**src/sv/sfmd_pkg.sv**
```systemverilog
// Shared types and constants of the signed fixed-point multiply-divide unit.
`default_nettype none
package sfmd_pkg;

   // Command codes carried in req_tuser
   localparam logic [1:0] CMD_MUL_DIV = 2'd0;
   localparam logic [1:0] CMD_DEG_RAD = 2'd1;
   localparam logic [1:0] CMD_RAD_DEG = 2'd2;

   // Angle conversion ratio, pi taken as 355/113
   localparam int CONST_BITS = 13;
   localparam logic [CONST_BITS-1:0] DEG_NUM = 13'd71;
   localparam logic [CONST_BITS-1:0] DEG_DEN = 13'd4068;

   // Per-request control that travels beside the data
   typedef struct packed {
      logic neg;       // result sign
      logic div_zero;  // divisor was zero
      logic kill;      // force a zero quotient with no overflow
   } ctl_type;

endpackage
`default_nettype wire

```
**src/sv/sfmd_cell.sv**
```systemverilog
// One restoring-division cell: develops one quotient bit per request.
`default_nettype none
module sfmd_cell #(
   parameter int WORD_BITS = 32
) (
   input  wire                     clock,
   input  wire                     reset,
   input  wire                     en,
   input  wire                     in_valid,
   input  wire [2*WORD_BITS-1:0]   in_dividend,
   input  wire [WORD_BITS-1:0]     in_rem,
   input  wire [WORD_BITS-1:0]     in_divisor,
   input  wire [WORD_BITS-1:0]     in_quot,
   input  wire                     in_high,
   input  sfmd_pkg::ctl_type       in_ctl,
   output logic                    out_valid,
   output logic [2*WORD_BITS-1:0]  out_dividend,
   output logic [WORD_BITS-1:0]    out_rem,
   output logic [WORD_BITS-1:0]    out_divisor,
   output logic [WORD_BITS-1:0]    out_quot,
   output logic                    out_high,
   output sfmd_pkg::ctl_type       out_ctl
);

   logic [WORD_BITS:0]   trial;
   logic [WORD_BITS+1:0] diff;
   logic                 qbit;

   logic                    valid_ff;
   logic [2*WORD_BITS-1:0]  dividend_ff, dividend_in;
   logic [WORD_BITS-1:0]    rem_ff, rem_in;
   logic [WORD_BITS-1:0]    divisor_ff;
   logic [WORD_BITS-1:0]    quot_ff, quot_in;
   logic                    high_ff, high_in;
   sfmd_pkg::ctl_type       ctl_ff;

   // Bring down the next dividend bit and try to subtract
   always_comb begin
      trial       = {in_rem, in_dividend[2*WORD_BITS-1]};
      diff        = {1'b0, trial} - {2'b00, in_divisor};
      qbit        = ~diff[WORD_BITS+1];
      rem_in      = qbit ? diff[WORD_BITS-1:0] : trial[WORD_BITS-1:0];
      dividend_in = {in_dividend[2*WORD_BITS-2:0], 1'b0};
      quot_in     = {in_quot[WORD_BITS-2:0], qbit};
      // a bit leaving the low word means the quotient is too wide
      high_in     = in_high | in_quot[WORD_BITS-1];
   end

   always_ff @(posedge clock) begin
      if (reset) begin
         valid_ff <= 1'b0;
      end else if (en) begin
         valid_ff <= in_valid;
      end
      if (en) begin
         dividend_ff <= dividend_in;
         rem_ff      <= rem_in;
         divisor_ff  <= in_divisor;
         quot_ff     <= quot_in;
         high_ff     <= high_in;
         ctl_ff      <= in_ctl;
      end
   end

   assign out_valid    = valid_ff;
   assign out_dividend = dividend_ff;
   assign out_rem      = rem_ff;
   assign out_divisor  = divisor_ff;
   assign out_quot     = quot_ff;
   assign out_high     = high_ff;
   assign out_ctl      = ctl_ff;

endmodule
`default_nettype wire

```
**config.mk**
```make
export PLATFORM = sky130hd
export DESIGN_NAME = sfmd_cell
export DESIGN_NICKNAME = d
export VERILOG_FILES = /design/src/sv/sfmd_pkg.sv /design/src/sv/sfmd_cell.sv
export SDC_FILE = /design/constraint.sdc
export NUM_CORES = 1
export LEC_CHECK = 0
export BUFFER_PORTS_ARGS = -buffer_cell sky130_fd_sc_hd__buf_2
export CAP_MARGIN = 20
export CORE_MARGIN = 2
export CORE_UTILIZATION = 25
export DETAILED_ROUTE_END_ITERATION = 7
export GPL_TIMING_DRIVEN = 0
export SETUP_SLACK_MARGIN = 0.02
export SLEW_MARGIN = 10
export SYNTH_ARGS = -nofsm -noshare
export SYNTH_HDL_FRONTEND = slang
export SYNTH_SLANG_ARGS = --single-unit
```
**constraint.sdc**
```tcl
create_clock -name clock -period 3.55 [get_ports clock]
set_clock_uncertainty 0.05 [all_clocks]
set_input_delay 0.71 -clock clock [delete_from_list [all_inputs] [get_ports clock]]
set_output_delay 0.71 -clock clock [all_outputs]
set_load 0.02 [all_outputs]
```
**Word level (Yosys, flattened, before mapping)**

Index checks and enable logic that the tools add are counted.

- Bitwise logic cells: 2
- Muxes and demuxes: 1
- $add $sub $neg: 1

Operators with widths:

| operator | number |
|---|---|
| subtractor 33 x 32 -> 34 bit | 1 |
| two-way mux 32 bit | 1 |
| inverter 1 bit | 1 |
| bitwise OR 1 bit | 1 |

- Output and inout bits: 165
- Flip-flop bits (word level): 164
- Bits of input ports: 168
- Word-level logic and storage cells: 13

**Longest topological paths before layout**

- Depth in word-level cells: 2
- Gate-level depth with buffers: 12

**Least setup slack after synthesis**

No wires, ideal clock.

- Kind: in2reg
- Start: in in_dividend[63]
- End: reg rem_ff[30] (netlist: out_rem[30]), data pin
- Slack: 318 ps
- Buffers on the path: 0
- Arrival: 2,922 ps
- Stages: 12
- Library setup time: 260 ps
- Path through: inv_1 ha_1 inv_1 fa_1 a211oi_1 o211ai_1 a31oi_1 o21ai_1 a311oi_1 mux2i_1 and3_1 mux2_4

- Word-level cells in the longest chain between the ends: 2

Ends and longest elaborated chain:

| item | line | RTL |
|---|---|---|
| start: declaration | sfmd_cell.sv:10 | `input wire [2*WORD_BITS-1:0] in_dividend,` |
| subtractor 33 x 32 -> 34 bit | sfmd_cell.sv:40 | `diff = {1'b0, trial} - {2'b00, in_divisor};` |
| two-way mux 32 bit | sfmd_cell.sv:42 | `rem_in = qbit ? diff[WORD_BITS-1:0] : trial[WORD_BITS-1:0];` |
| via rem_in[30] | sfmd_cell.sv:31 | `logic [WORD_BITS-1:0] rem_ff, rem_in;` |
| end signal: assignment | sfmd_cell.sv:57 | `rem_ff <= rem_in;` |
| end: declaration | sfmd_cell.sv:31 |  |

The timed path passes the listed nets, and every way through them passes these cells.
A chain may end at the register's enable or synchronous reset.

**Final worst setup path**

Same ends and word-level chain as after synthesis.

==> flow_summary.toml <==
[yosys]
syn-num-nets = 693
synthArstFlopShare_pct = 0
synth_cell_types = 58
synth-edff-count = 163
seq_area_frac_synth_pct = 66.9
synth.most_common_cell = "edfxtp_1"
ys_ff_latch = 164
netlist_instances = 492
ys.warnings.count = 0
yosysTopAreaCellShare_pct = 66.6
yosys.area.top_type = "edfxtp_1"
synthTopCellsByCount = "163 x edfxtp_1, 41 x inv_1, 32 x a21oi_1, 32 x ha_1, 27 x mux2_4"
postSynthAreaPerCell_um2 = 14.9
syn_area_um2 = 7350
synthTopCellsByArea = "edfxtp_1 67%, mux2_4 5.5%, ha_1 5.4%"
synth-main-ff-cell = "edfxtp_1"

[clocking]
ctsHoldBuffers = 0
root_buffer = "clkbuf_16"
insertion_delay_ps = 420
clock_path_buffers = 2
clkTransAtPathRegs_ps = 70
h-tree-depth = 4
post_cts_buffers = 0
numCtsBuffers = 17
cts_num_sinks = 164
cts_tree = "built"

[global_routing]
grt_pass1_vias = 5078
antenna_found_initial = 8
grt_pass1_wl_mm = 31.2
overflow = 0
grt.total_usage_pct = 13.9
grt_max_degree = 104

[final_layout]
drive_above_1_share_pct = 48.8
nFillCells = 2917
layout.cells.non_filler = 1241
area_delta_synth_final_pct = 37.9
fin_nets = 1044
post-route-util_pct = 35.1

[power_and_ir_drop]
swShare_pct = 30.0
intPower_mw = 3.74
ir_drop_v = 0.000254
combPwrFrac_pct = 20.9
pwr-share-clk_pct = 34.5
p_switching_mw = 1.60
p_leak_nw = 4.42
total_power_mw = 5.35
power_density_nw_per_um2 = 528
seqPwrFrac_pct = 44.7

[timing]
period_share_pct = 95.6
worst_hold_slack_ps = 380
finalWorstSetupSlack_ps = 155
grt_setup_unrepaired = "no"
period_minus_slack_ps = 3390
slew_viol_final = 0
setup_viol = 0
slew_headroom_pct = 63.7
hold_viol = 0
worst_slew_pin_slew_ps = 544
max_clock_freq_mhz = 295

[setup_path]
cp.required_ps = 3680
worst_r2r_path_depth = 2
path_depth = 13
crit_type = "input pin to register"
crit_path_max_fanout = 3
crit_arrival_ps = 3520
cpMostUsedCell = "inv_1"
cp_slowest_cell = "fa_1"
end_kind = "register"
critPathLaunchType = "input pin"
critical_path_buf_inv_count = 3
crit_family = "compound AO/OA/AOI/OAI gates"
crit_chain = "buf_2 > inv_1 > ha_1 > inv_1 > fa_1 > a211oi_1 > o211ai_1 > a31oi_2 > o21ai_2 > a311oi_1 > mux2i_1 > and3_1 > mux2_4"
slowest_delay_ps = 420

[drt]
routed_wl_mm = 22.3
vias = 5429
ant_nets = 0
drc_errors = 0
drt_iter0_drc = 301
wire_per_inst_um = 18.0
via_per_inst = 4.37
drt_pass1_iterations = 4

[floorplanning]
pin_count = 333
die-height_um = 175
core_area_um2 = 28900
die_x_um = 175
rows = 62
start_util_pct = 25.5
fp.dieArea_um2 = 30800

[placed_design]
dp_cells = 1208
port_buffers = 331
dp_slack_ps = -490
gp_congestion = 0.818
dpl.hpwl_mm = 17.6

[min_path]
hold-path-cell-count = 2
hp-class = "input pin to register"

[job]
cap_violations = 0

[outcome]
status = "complete, no violations"
==> layout make-up <==
cell class	instances	area, µm²	share of cell area [%]
flip-flops and latches	164	4910	48.5
inverters	41	154	1.52
plain buffers	11	75.1	0.741
multi-input cells	276	2220	22.0
diodes	1	2.50	0.0247
well taps	384	480	4.74
repair buffers	332	1690	16.7
clock inverters	15	163	1.61
clock buffers	17	425	4.20
==> metal layers <==
metal  part of all wire (%)  track usage [%]  vias up  routed length [µm]
met5                   0.35                0        -                  79
met4                    1.4             4.17       12                 306
met1                     37             14.8     2581                8360
met3                    7.9             5.02       31                1770
met2                     53             25.4      223               11800
li1                       -                -     2582                   -
==> repair_timing <==
item | CTS | global route
endpoints found under the setup margin | 2 | 3
pin swaps | 0 | 1
resized for setup | 2 | 1
==> metrics by stage <==
stage                     TNS, ps  instance area [µm²]
after floorplan                 0                 7350
after global placement     -69770                 9490
after detailed placement    -2110                 9530
after CTS                       0                10100
after global routing            0                10100
final                           0                10100
==> sequential cells by signal, indices dropped and copies added, names as in the netlist <==
name          flops
out_dividend     63
out_valid         1
out_quot         32
out_divisor      32
out_high          1
out_ctl           3
out_rem          32
==> logic make-up (layout without fill, tap and decap cells) <==
logic type / after synthesis / in the layout / synth area share [%]
buffers and inverters: 52 / 416 / 3.11
flip-flops: 164 / 164 / 66.9
XOR/XNOR: 24 / 24 / 2.86
AO/OA/AOI/OAI: 100 / 100 / 8.83
adder cells (fa/ha/maj): 33 / 33 / 5.72
other: 1 / 2 / 0.0510
AND/OR/NAND/NOR: 85 / 85 / 6.20
multiplexers: 33 / 33 / 6.37
==> cells in the final DEF, fill, tap and decap left out, types with 5 or more instances in the layout <==
cell and count:
inv_1 41, nor2b_1 5, o21ai_0 15, clkbuf_16 17, buf_2 333, nor2_1 17, inv_8 5, nand2_1 17
o21a_1 5, nand4_1 6, xor2_1 8, a21oi_1 32, and3_1 5, nand3_1 5, nor3_1 8, ha_1 32
mux2_4 27, edfxtp_1 163, a21o_1 8, xnor2_1 16
==> worst paths after layout <==
check,startpoint,to,slack [ps]
worst max-delay path,in_dividend[63],out_rem[30],160
worst min-delay path,reset,out_valid,380
worst max register to register,out_valid,out_valid,2920
worst min register to register,out_valid,out_valid,450
==> worst reg2reg max path, delay by kind of cell (launching register included) <==
family | cells | cell delay [ps]
AND/OR/NAND/NOR | 1 | 50
flip-flops | 1 | 310
multiplexers | 1 | 120
==> power groups by stage <==
stage                     combinational, mW  sequential, mW  clock (mW)
after global routing                   1.21            2.41        1.97
final                                  1.12            2.39        1.84
after CTS                              1.13            2.39        1.90
after global placement                 1.11            2.44           0
after floorplan                       0.437            2.68           0
after detailed placement               1.13            2.43           0
Power figures use the tool's default switching activity.
