[src/sv/sfmd_pkg.sv]
// Shared types and constants of the signed fixed-point multiply-divide unit.
`default_nettype none
package sfmd_pkg;

   // Command codes carried in req_tuser
   localparam logic [1:0] CMD_MUL_DIV = 2'd0;
   localparam logic [1:0] CMD_DEG_RAD = 2'd1;
   localparam logic [1:0] CMD_RAD_DEG = 2'd2;

   // Angle conversion ratio, pi taken as 355/113
   localparam int CONST_BITS = 13;
   localparam logic [CONST_BITS-1:0] DEG_NUM = 13'd71;
   localparam logic [CONST_BITS-1:0] DEG_DEN = 13'd4068;

   // Per-request control that travels beside the data
   typedef struct packed {
      logic neg;       // result sign
      logic div_zero;  // divisor was zero
      logic kill;      // force a zero quotient with no overflow
   } ctl_type;

endpackage
`default_nettype wire

[src/sv/sfmd_front.sv]
// Operand magnitudes, constant selection and the magnitude product.
`default_nettype none
module sfmd_front #(
   parameter int WORD_BITS = 32
) (
   input  wire                       clock,
   input  wire                       reset,
   input  wire                       en,
   input  wire                       in_valid,
   input  wire [1:0]                 command,
   input  wire [WORD_BITS-1:0]       operand_a,
   input  wire [WORD_BITS-1:0]       operand_b,
   input  wire [WORD_BITS-1:0]       operand_c,
   output logic                      out_valid,
   output logic [2*WORD_BITS-1:0]    product,
   output logic [WORD_BITS-1:0]      divisor,
   output sfmd_pkg::ctl_type         ctl
);

   localparam int PadBits = WORD_BITS - sfmd_pkg::CONST_BITS;

   logic [WORD_BITS-1:0] mag_a, mag_b, mag_c;
   logic                 neg_a, neg_b, neg_c;
   logic [WORD_BITS-1:0] mul_b, div_d;
   sfmd_pkg::ctl_type    ctl_sel;

   logic                 valid_a_ff;
   logic [WORD_BITS-1:0] ma_ff, mb_ff, md_a_ff;
   sfmd_pkg::ctl_type    ctl_a_ff;

   logic                    valid_b_ff;
   logic [2*WORD_BITS-1:0]  prod_ff;
   logic [WORD_BITS-1:0]    md_b_ff;
   sfmd_pkg::ctl_type       ctl_b_ff;

   // Take magnitudes by two's-complement negation
   always_comb begin
      neg_a = operand_a[WORD_BITS-1];
      neg_b = operand_b[WORD_BITS-1];
      neg_c = operand_c[WORD_BITS-1];
      mag_a = neg_a ? (~operand_a + 1'b1) : operand_a;
      mag_b = neg_b ? (~operand_b + 1'b1) : operand_b;
      mag_c = neg_c ? (~operand_c + 1'b1) : operand_c;
   end

   // Pick multiplier, divisor and sign by command
   always_comb begin
      mul_b   = mag_b;
      div_d   = mag_c;
      ctl_sel = '0;
      case (command)
         sfmd_pkg::CMD_MUL_DIV: begin
            ctl_sel.neg      = neg_a ^ neg_b ^ neg_c;
            ctl_sel.div_zero = (mag_c == '0);
            ctl_sel.kill     = (mag_c == '0);
            // keep the divider fed with a harmless value
            if (mag_c == '0) begin
               div_d = {{(WORD_BITS-1){1'b0}}, 1'b1};
            end
         end
         sfmd_pkg::CMD_DEG_RAD: begin
            ctl_sel.neg = neg_a;
            mul_b = {{PadBits{1'b0}}, sfmd_pkg::DEG_NUM};
            div_d = {{PadBits{1'b0}}, sfmd_pkg::DEG_DEN};
         end
         sfmd_pkg::CMD_RAD_DEG: begin
            ctl_sel.neg = neg_a;
            mul_b = {{PadBits{1'b0}}, sfmd_pkg::DEG_DEN};
            div_d = {{PadBits{1'b0}}, sfmd_pkg::DEG_NUM};
         end
         default: begin
            ctl_sel.kill = 1'b1;
            div_d = {{(WORD_BITS-1){1'b0}}, 1'b1};
         end
      endcase
   end

   // Stage A: hold selected operands
   always_ff @(posedge clock) begin
      if (reset) begin
         valid_a_ff <= 1'b0;
      end else if (en) begin
         valid_a_ff <= in_valid;
      end
      if (en) begin
         ma_ff   <= mag_a;
         mb_ff   <= mul_b;
         md_a_ff <= div_d;
         ctl_a_ff <= ctl_sel;
      end
   end

   // Stage B: register the full product
   always_ff @(posedge clock) begin
      if (reset) begin
         valid_b_ff <= 1'b0;
      end else if (en) begin
         valid_b_ff <= valid_a_ff;
      end
      if (en) begin
         prod_ff  <= {{WORD_BITS{1'b0}}, ma_ff} * {{WORD_BITS{1'b0}}, mb_ff};
         md_b_ff  <= md_a_ff;
         ctl_b_ff <= ctl_a_ff;
      end
   end

   assign out_valid = valid_b_ff;
   assign product   = prod_ff;
   assign divisor   = md_b_ff;
   assign ctl       = ctl_b_ff;

endmodule
`default_nettype wire

[config.mk]
export PLATFORM = sky130hd
export DESIGN_NAME = sfmd_front
export DESIGN_NICKNAME = d
export VERILOG_FILES = /design/src/sv/sfmd_pkg.sv /design/src/sv/sfmd_front.sv
export SDC_FILE = /design/constraint.sdc
export NUM_CORES = 2
export LEC_CHECK = 0
export BUFFER_PORTS_ARGS = -buffer_cell sky130_fd_sc_hd__buf_4
export CORE_MARGIN = 1.5
export CORE_UTILIZATION = 46
export CTS_CLUSTER_DIAMETER = 40
export DETAILED_ROUTE_END_ITERATION = 10
export GPL_TIMING_DRIVEN = 0
export PLACE_DENSITY_LB_ADDON = 0.15
export SYNTH_ARGS = -nofsm -noshare
export SYNTH_HDL_FRONTEND = slang
export SYNTH_SLANG_ARGS = --single-unit
[constraint.sdc]
create_clock -name clock -period 8.1 [get_ports clock]
set_input_delay 1.62 -clock clock [delete_from_list [all_inputs] [get_ports clock]]
set_output_delay 1.62 -clock clock [all_outputs]
set_load 0.05 [all_outputs]
# After elaboration in Yosys (flattened, before gate mapping)
# Index checks and enable logic that the tools add are counted.
# totals
reg_bits	200
latchBits	0
ramBits	0
mem_bits_ro	0
inputBits	102
out_inout_bits	100
memories	0
# classes
n_addsub	3
mul	1
n_div	0
magnitude_cmp	0
n_eq_ne	2
n_shift	0
muxes	8
n_bitwise	5
reduce_logical	3
# ops
cell	n
adder 32 x 1 -> 32 bit, second input constant	3
two-way mux 32 bit	3
inverter 32 bit	3
case mux 32 bit (3 select lines)	1
multiplier 32 x 32 -> 64 bit	1
case mux 32 bit (2 select lines)	1
logical NOT 32 bit	1
two-way mux 31 bit	1
case mux 1 bit (2 select lines)	2
equality test 2 x 1 -> 1 bit, second input constant	1
equality test 2 bit, second input constant	1
logical NOT 2 bit	1
OR reduction 2 bit	1
XOR 1 bit	2

# Logic depth before layout (Yosys ltp)
# depth
depth_word	6
depth_mapped	28

# Worst setup path after synthesis
# No wires, ideal clock.
# synth_timing
path_kind	reg-to-reg
start	register mb_ff[2]
end	register prod_ff[62], in the netlist product[62] (data pin)
t_arrival_ns	6.946
t_required_ns	7.841
path_slack_ns	0.895
stages_incl_launch_ff	24
n_path_buf	2
synth_period_minus_slack_ns	7.205
path_cell_list	edfxtp_1 -> clkbuf_1 -> and2_1 -> fa_1 -> inv_1 -> fa_1 -> fa_1 -> fa_1 -> inv_1 -> fa_1 -> fa_1 -> fa_1 -> fa_1 -> ha_1 -> clkbuf_1 -> nand2_1 -> nor4_1 -> inv_1 -> a211oi_1 -> o21ba_2 -> o21ai_1 -> o31ai_1 -> nor4bb_1 -> a211o_1
# synth_via
elab_chain_len	1
# synth_rtl
element	line	source
start, declared	sfmd_front.sv:28	logic [WORD_BITS-1:0] ma_ff, mb_ff, md_a_ff;
start signal, assigned	sfmd_front.sv:87	mb_ff <= mul_b;
multiplier 32 x 32 -> 64 bit	sfmd_front.sv:101	prod_ff <= {{WORD_BITS{1'b0}}, ma_ff} * {{WORD_BITS{1'b0}}, mb_ff};
end signal, assigned	sfmd_front.sv:101	
end, declared	sfmd_front.sv:32	logic [2*WORD_BITS-1:0] prod_ff;
# Every way passes these cells.
# A chain may end at the register's enable or synchronous reset.

# Final worst setup path
# layout_timing
start	register mb_ff[26]
end	register prod_ff[62], in the netlist product[62] (data pin)
# The elaborated chain is that of the path after synthesis.

==> out/metrics.cfg <==
[run_status]
status=complete, no violations

[synth]
synth-edff-count=198
ys_seq_area_share_pct=14.16
synthCells=4382
yosys_register_bits=200
ys_warn_count=0
syn_nets=5650
synth_cell_types=67
ys_async_sr_fraction_pct=0
synth_area_per_cell_um2=9.648
netlist_area_um2=42280
synth_flop_cell=edfxtp_1

[detailed_routing]
drt-initial-drc-count=2906
dr.pass1.iters=8
via_per_inst=5.505
ant_nets=0
drt_wl_total_um=154900
wire_per_inst_um=26.47
vias=32220
drc=0

[floorplan]
die_w_um=306.2
dieHeight_um=306.2
ios=202
start_util_pct=46.26
num_rows=111
dieArea_um2=93730
core_area_um2=91390

[clock_network]
cts_buffers=17
cts.sinks=200
clock_latency_ps=530
cts_max_level=4
cts_tree=done
cts.path.max_buffers=2
clk_pin_slew_ps=110
cts_root_buf=clkbuf_16
hold_buffers=0

[timing]
setup_viol=0
fin_skew_ps=23.40
worstMarginPinSlew_ps=961.0
fin_crit_ps=8012
slew_violations=0
final.period_utilization_pct=98.91
hold_viol_final=0
grt_setup_unrepaired=true
max_freq_mhz=124.8
max-slew-margin-rel_pct=35.94
hold-worst-slack_ps=409.4

[final_layout]
n_fill_cell=8673
synthToLayoutAreaGrowth_pct=11.56
register_area_um2=5986
final_common_cell=fa_1
final_cells=5852
final_cell_mix=fa_1 (879), inv_1 (871), and2_1 (609)
nNetsFinal=5904
multiInputGateArea_um2=32520
drive_gt1_share_pct=11.38

[worst_setup_path]
arrival_ps=8410
cp_max_fo=10
end_kind=register
crit_path_start_kind=register
rr_endpoint=product[62]
ff2ff_setup_slack_ps=90
critical_path_class=reg -> reg
endpoint=product[62]
crit_required_ps=8490
r2r_cells=23
crit_start=mb_ff[26]
worstReg2RegStart=mb_ff[26]

[global_route]
grt_overflow=0
grt_pass1_wl_um=223200
grt_use_total_pct=33.66
grt_max_degree=107
grt_pass1_vias=33300
grt_antenna_before_repair=27

[hold_path]
min_path_type=reg -> reg
min_from=md_a_ff[1]

[placement]
dpl.hpwl_um=126900
placed_cells=5761
place.gp.congestion=0.9932
port_buffers=192

[run]
drv_cap=0

[routing by layer]
layer,up-vias,GRT usage (%),wire length [µm]
met3,392,5.951,11940
met2,1421,52.54,70990
met5,-,0,56
li1,13780,-,-
met4,4,21.86,11700
met1,16620,43.34,60240
[worst max-delay path, stage by stage (launching register included)]
cell and delay, ps:
edfxtp_1 600, clkbuf_4 450, nand2_1 140, fa_1 540
inv_1 50, fa_1 570, fa_1 440, fa_1 560
fa_1 480, fa_1 470, fa_1 570, inv_1 60
fa_1 470, inv_1 40, ha_1 380, a21oi_1 240
o21ai_1 170, a221oi_2 390, o31ai_1 160, nand3b_1 220
o21ai_4 250, o31ai_4 110, nor4bb_2 330, a211o_1 160
[cell families (layout without fill, tap and decap cells)]
family          count (synthesis)  count (layout)  synth area share [%]
flops                         200             200                 14.16
simple gates                 1430            1430                 17.50
other cells                     0              17                     0
xor+xnor                      150             150                 3.108
compound gates                318             318                 4.727
fa+ha+maj                    1166            1166                 50.42
mux                             8               8                0.1924
buf+inv                      1110            1377                 9.897
[cell type report]
class,count,area share [%]
Multi-Input combinational cell,3072,68.94
Sequential cell,200,12.69
Inverter,871,6.932
Timing Repair Buffer,244,4.075
Tap cell,1186,3.146
Buffer,230,2.751
Clock buffer,17,0.9020
Clock inverter,15,0.4696
Antenna cell,17,0.09020
[worst min-delay path by stage]
stage / to / depth (start not counted)
after floorplan: ctl[0] / 0
after global placement: divisor[27] / 0
after detailed placement: divisor[1] / 0
after CTS: divisor[1] / 0
after global routing: divisor[1] / 0
final: divisor[1] / 0
[repair_timing]
item	CTS	global route
setup endpoints to repair	37	22
endpoints found under the hold margin	0	0
resized for setup	254	155
setup buffers	34	17
pin swaps	3	24
[flip-flops by register name, summed over array words and instances, names as in the netlist]
register	count
mb_ff	32
md_a_ff	32
valid_a_ff	1
ctl_a_ff	3
product	64
ctl	3
out_valid	1
ma_ff	32
divisor	32
[synthesized netlist by cell type (4+ instances only)]
| library cell | count | area [µm²] |
|---|---|---|
| nand2b_1 | 14 | 87.58 |
| nor3_1 | 20 | 100.1 |
| and3_1 | 14 | 87.58 |
| nor3b_1 | 4 | 30.03 |
| nand4_1 | 19 | 118.9 |
| o31ai_1 | 24 | 180.2 |
| o211ai_1 | 8 | 60.06 |
| o21ai_0 | 86 | 430.4 |
| nand3_1 | 21 | 105.1 |
| fa_1 | 896 | 17940 |
| a21oi_1 | 81 | 405.4 |
| or2_2 | 4 | 25.02 |
| inv_1 | 871 | 3269 |
| a21o_1 | 15 | 112.6 |
| and2_1 | 610 | 3816 |
| ha_1 | 270 | 3378 |
| or3_1 | 18 | 112.6 |
| o311ai_0 | 4 | 35.03 |
| xnor2_1 | 80 | 700.7 |
| o21a_1 | 9 | 67.56 |
| clkbuf_1 | 232 | 870.8 |
| mux2i_1 | 7 | 70.07 |
| nor4_1 | 10 | 62.56 |
| nor2_1 | 124 | 465.5 |
| xor2_1 | 70 | 613.1 |
| or4_1 | 10 | 75.07 |
| edfxtp_1 | 198 | 5946 |
| a211oi_1 | 10 | 75.07 |
| o41ai_1 | 18 | 157.7 |
| nor2b_1 | 12 | 75.07 |
| a31oi_1 | 13 | 81.33 |
| nand2_1 | 528 | 1982 |
| o22ai_1 | 5 | 31.28 |
| o21bai_1 | 20 | 150.1 |
[metrics by stage]
| step | setup TNS, ps | area [µm²] | worst slack (ps) | util (%) |
|---|---|---|---|---|
| after global placement | -29880 | 45200 | -1547 | 49.46 |
| final | 0 | 47160 | 88.18 | 51.61 |
| after floorplan | 0 | 42280 | 895.5 | - |
| after detailed placement | -30640 | 45240 | -1532 | 49.50 |
| after global routing | -100.3 | 47140 | -57.11 | 51.59 |
| after CTS | 0 | 46750 | 4.595 | 51.16 |
Power is left out: the tool's default activity adds up to more than one toggle a clock period on the data nets, which glitch-free logic cannot reach.
